<file path="src/c3n_pkg.sv">
// Shared types, constants and helper functions for the normalized 3x3 convolution.
// Used by the controller, the datapath and the top level.
package c3n_pkg;

  localparam int DEF_MAX_WIDTH   = 1024;
  localparam int DEF_SAMPLE_BITS = 16;

  localparam int CFG_DW    = 33;
  localparam int CFG_IW    = 3;
  localparam int WT_BITS   = 11;
  localparam int WSUM_BITS = 15;
  localparam int IW_BITS   = 11;
  localparam int IH_BITS   = 16;
  localparam int MAC_TAPS  = 9;

  localparam logic [CFG_DW-1:0]  KERNEL_RESET = 33'd4196353;
  localparam logic [IW_BITS-1:0] WIDTH_RESET  = 11'd1024;
  localparam logic [IH_BITS-1:0] HEIGHT_RESET = 16'd1024;

  typedef enum logic [CFG_IW-1:0] {
    CFG_KTOP   = 3'd0,
    CFG_KMID   = 3'd1,
    CFG_KBOT   = 3'd2,
    CFG_WIDTH  = 3'd3,
    CFG_HEIGHT = 3'd4
  } cfg_idx_t;

  typedef struct packed {
    logic       accept;
    logic       update;
    logic       mac;
    logic [3:0] idx;
    logic       div_init;
    logic       div_step;
    logic       load_out;
  } c3n_cmd_t;

  typedef struct packed {
    logic produce;
    logic zero_sum;
  } c3n_sts_t;

  function automatic logic signed [WT_BITS-1:0] clamp_wt(input logic [WT_BITS-1:0] raw);
    logic signed [WT_BITS-1:0] w;
    w = signed'(raw);
    if (w > 11'sd999) begin
      return 11'sd999;
    end else if (w < -11'sd999) begin
      return -11'sd999;
    end
    return w;
  endfunction

endpackage

</file>
<file path="src/c3n_ctrl.sv">
// Controller state machine: sequences line-store access, the nine MAC steps,
// the bit-serial divider and the output register. Uses c3n_pkg.
module c3n_ctrl
  import c3n_pkg::*;
#(
  parameter int QW = 32
) (
  input  logic     clk,
  input  logic     rst_n,
  input  logic     in_valid,
  output logic     in_ready,
  output logic     out_valid,
  input  logic     out_ready,
  input  c3n_sts_t sts,
  output c3n_cmd_t cmd
);

  localparam int CW = $clog2(QW);

  typedef enum logic [5:0] {
    ST_IDLE  = 6'b000001,
    ST_READ  = 6'b000010,
    ST_MAC   = 6'b000100,
    ST_DINIT = 6'b001000,
    ST_DIV   = 6'b010000,
    ST_OUT   = 6'b100000
  } state_t;

  state_t          state_r, state_nxt;
  logic [CW-1:0]   cnt_r, cnt_nxt;
  logic            out_valid_r, out_valid_nxt;

  always_comb begin
    state_nxt     = state_r;
    cnt_nxt       = cnt_r;
    cmd           = '0;
    cmd.idx       = 4'(cnt_r);
    in_ready      = 1'b0;
    out_valid_nxt = out_valid_r && !out_ready;
    unique case (state_r)
      ST_IDLE: begin
        in_ready = 1'b1;
        if (in_valid) begin
          cmd.accept = 1'b1;
          state_nxt  = ST_READ;
        end
      end
      ST_READ: begin
        cmd.update = 1'b1;
        cnt_nxt    = '0;
        state_nxt  = sts.produce ? ST_MAC : ST_IDLE;
      end
      ST_MAC: begin
        cmd.mac = 1'b1;
        cnt_nxt = cnt_r + 1'b1;
        if (cnt_r == CW'(MAC_TAPS - 1)) begin
          state_nxt = ST_DINIT;
        end
      end
      ST_DINIT: begin
        cmd.div_init = 1'b1;
        cnt_nxt      = '0;
        state_nxt    = sts.zero_sum ? ST_OUT : ST_DIV;
      end
      ST_DIV: begin
        cmd.div_step = 1'b1;
        cnt_nxt      = cnt_r + 1'b1;
        if (cnt_r == CW'(QW - 1)) begin
          state_nxt = ST_OUT;
        end
      end
      ST_OUT: begin
        if (!out_valid_r || out_ready) begin
          cmd.load_out  = 1'b1;
          out_valid_nxt = 1'b1;
          state_nxt     = ST_IDLE;
        end
      end
      default: begin
        state_nxt = ST_IDLE;
      end
    endcase
  end

  always_ff @(posedge clk) begin
    if (!rst_n) begin
      state_r     <= ST_IDLE;
      cnt_r       <= '0;
      out_valid_r <= 1'b0;
    end else begin
      state_r     <= state_nxt;
      cnt_r       <= cnt_nxt;
      out_valid_r <= out_valid_nxt;
    end
  end

  assign out_valid = out_valid_r;

endmodule

</file>
<file path="config.mk">
export PLATFORM = sky130hd
export DESIGN_NAME = c3n_ctrl
export DESIGN_NICKNAME = d
export VERILOG_FILES = /design/src/c3n_pkg.sv /design/src/c3n_ctrl.sv
export SDC_FILE = /design/constraint.sdc
export NUM_CORES = 1
export LEC_CHECK = 0
export BUFFER_PORTS_ARGS = -buffer_cell sky130_fd_sc_hd__buf_2
export CAP_MARGIN = 25
export CELL_PAD_IN_SITES_DETAIL_PLACEMENT = 0
export CELL_PAD_IN_SITES_GLOBAL_PLACEMENT = 1
export CORE_AREA = 2 2 51 53
export DETAILED_ROUTE_END_ITERATION = 7
export DIE_AREA = 0 0 53 55
export HOLD_SLACK_MARGIN = 0.1
export PLACE_DENSITY = 0.74
export SLEW_MARGIN = 25
export SYNTH_ARGS = -nofsm -noshare
export SYNTH_HDL_FRONTEND = slang
export SYNTH_SLANG_ARGS = --single-unit
</file>
<file path="constraint.sdc">
create_clock -name clk -period 1.95 [get_ports clk]
set_clock_uncertainty 0.15 [all_clocks]
set_input_delay 0.0975 -clock clk [delete_from_list [all_inputs] [get_ports clk]]
set_output_delay 0.0975 -clock clk [all_outputs]
set_load 0.005 [all_outputs]
</file>
==> reports/results.txt <==
RSZ-0062 raised after global routing - yes
Tcrit/Tclk final - 0.996
Area share of the largest cell type after synthesis - 0.302
Yosys cell types - 42
Wirelength per Cell - 13.3 um
Starting Density - 0.337
Avg Cell Area, Syn - 8.84 um^2
Num ports - 18
Critical Path AT - 1700 ps
Run status - finished clean
Crit path kind - flop to primary output
Seq/Total Area, Yosys - 0.302
Syn Inst Count - 90
Startpoint types - flop
Psw - 0.144 mW
Top cells by area, synth - dfxtp_1 30%, buf_4 5.7%, ha_1 4.7%, nor3b_2 3.1%, inv_1 2.8%
Total wire length - 1.90 mm
DIE WIDTH - 53 um
Gate power share - 0.183
Final #Nets - 123
Largest net degree at the start of global routing - 15
Reg clk slew, reported paths - 80 ps
Max Fclk - 0.515 GHz
Clock Sinks - 12
Largest area contributor in the netlist - dfxtp_1
Clock power share - 0.364
Number of port buffers - 17
Initial DRC Count - 16
Num CTS Buffers - 3
Detail Placement HPWL - 1.41 mm
Min Tclk post-route - 1940 ps
GP Congestion - 0.886
Die span in y - 55 um
Std cell rows - 18
Static Leak - 0.442 nW
Via count - 730
CTS H-tree depth - 1
Vias/cell - 5.10
GRT overflow - 0
CTS Buffer Depth - 2
Max Transition Viols Final - 0
Die area - 0.00292 mm^2
CTS tree - yes
Area share of and/or/nand/nor cells after synthesis - 0.365
Max cap viols - 0
Final antenna-violating net count - 0
Placed inst area - 896 um^2
Clock latency on the worst-skew pair - 280 ps
Slew @ Worst Pin - 355 ps
Syn Nets - 99
Share of layout cells above drive strength 1 - 0.416
Design area - 998 um^2
Power, Total - 0.561 mW
Internal power - 0.418 mW
Initial antenna violation count - 0
Number of remaining DRC errors - 0
Antenna diode count - 0
Largest family of logic cells by synthesized area - simple AND/OR/NAND/NOR gates
Setup-failing EPs final - 0
CP Max Fanout - 7
Fillers - 240
Post-Synth XOR/XNOR Area - 0.0110
Vias in the first global route - 711
Compound-Gate Fraction of Synth Area - 0.148
GRT Total Usage - 0.154
Setup crit end kind - primary output
Synthesized area - 796 um^2
Rel. slew slack - 0.757
First-pass GRT wire length - 3.24 mm
Place WS - 35.7 ps
Core area - 0.00236 mm^2
Hold Crit Class - input port to flop
P per Cell Area - 562 mW/mm^2
Synthesis-to-layout area growth - 25.5%
Synth Warn # - 0
Mux cell area share after synthesis - 0
Adder-cell share of the synthesized area - 0.0472
Max VDD drop - 355 uV
Finished Core Util - 0.422
Sw Share - 0.256
TritonRoute pass-1 iters - 4
Flop pwr share - 0.453
Worst setup margin - 6.98 ps
CTS Root Cell - clkbuf_4
Synth Register Bits - 12
Critical Path RT - 1700 ps
Final hold viol count - 0
worst max-delay path, stage by stage (launching register included):
cell and delay, ps:
dfxtp_2 360, or4_4 550, nor3b_4 260, nand2_1 100, inv_1 50, buf_2 100
logic make-up after synthesis:
family | Yosys count
AO/OA/AOI/OAI | 16
XOR/XNOR | 1
AND/OR/NAND/NOR | 42
buffers and inverters | 16
flip-flops | 12
adder cells (fa/ha/maj) | 3
power by group through the flow:
stage                     Combinational [mW]  Sequential [mW]  Clock (mW)
after floorplan                       0.0532            0.262           0
after detailed placement              0.0901            0.260           0
after CTS                              0.102            0.254       0.210
after global placement                0.0893            0.259           0
after global routing                   0.114            0.255       0.222
final                                  0.103            0.254       0.204
placed cells by master (no fill, tap or decap), types with 4 or more instances in the layout:
cell and instances:
buf_2 17, dfxtp_1 8, buf_4 7, inv_1 6, nor2_1 6, nand2_1 5, a21oi_1 4, dfxtp_2 4
dlygate4sd3_1 4
per-layer routing:
| layer | routed length [um] | share of wire | global-route usage | up-vias |
|---|---|---|---|---|
| li1 | - | - | - | 376 |
| met1 | 844 | 0.45 | 0.180 | 326 |
| met2 | 897 | 0.47 | 0.271 | 23 |
| met3 | 118 | 0.062 | 0.0349 | 5 |
| met4 | 34 | 0.018 | 0.0641 | 0 |
| met5 | 0 | 0 | 0 | - |
synthesized netlist by cell type:
cell       number
nor4_1          2
dfxtp_1        12
o21ai_0         2
buf_6           1
nor3b_1         2
a21o_1          1
a31o_2          1
nand2b_1        1
nor3_1          3
and2b_2         2
a31oi_1         1
nand2_1         5
buf_4           6
o31ai_1         1
a2111oi_0       1
xor2_1          1
nor3b_2         2
buf_2           1
a211oi_1        1
or3_1           1
or2_2           1
o221a_2         1
clkbuf_8        1
nand3b_1        1
nor4b_1         2
ha_1            3
nand3_1         2
or3_4           1
and4bb_2        1
o32a_1          1
a32o_1          2
or4_1           2
and4b_2         1
nand4_1         1
nor4bb_1        1
or4_4           2
a21oi_1         4
nand4b_1        1
clkinv_1        1
and3_1          2
nor2_1          6
inv_1           6
state kept, by name, summed over array words and instances (netlist names):
signal / flops
cnt_r: 5
out_valid: 1
state_r: 6
cell type report:
class,instances,area (um^2),share of cell area
multi-input cells,62,475,0.476
flip-flops and latches,12,245,0.246
repair buffers,28,178,0.178
well taps,30,37.5,0.0376
clock buffers,4,36.3,0.0363
inverters,7,26.3,0.0263
final timing paths:
kind              slack, ps    endpoint       start  depth (start not counted)
setup / recovery          7      cmd[9]  state_r[2]                          5
hold / removal          120   out_valid   out_ready                          4
setup reg to reg         20  state_r[0]  state_r[0]                          4
hold reg to reg         390    cnt_r[4]    cnt_r[4]                          1
stage by stage:
stage | TNS [ps] | hold WS [ps] | cells
floorplan | 0 | 88.0 | 90
global placement | 0 | 216 | 135
detailed placement | 0 | 219 | 135
CTS | -18.2 | 108 | 143
global route | -202 | 132 | 143
finish | 0 | 119 | 143
what timing repair did:
action                                  4_1_cts  5_1_grt
endpoints found under the setup margin        3        5
buffers inserted                              0        0
pin swaps                                     1        1
hold buffers                                  4        0
resized for setup                             4        4
endpoints found under the hold margin        12        0
(Power assumes the default switching activity.)
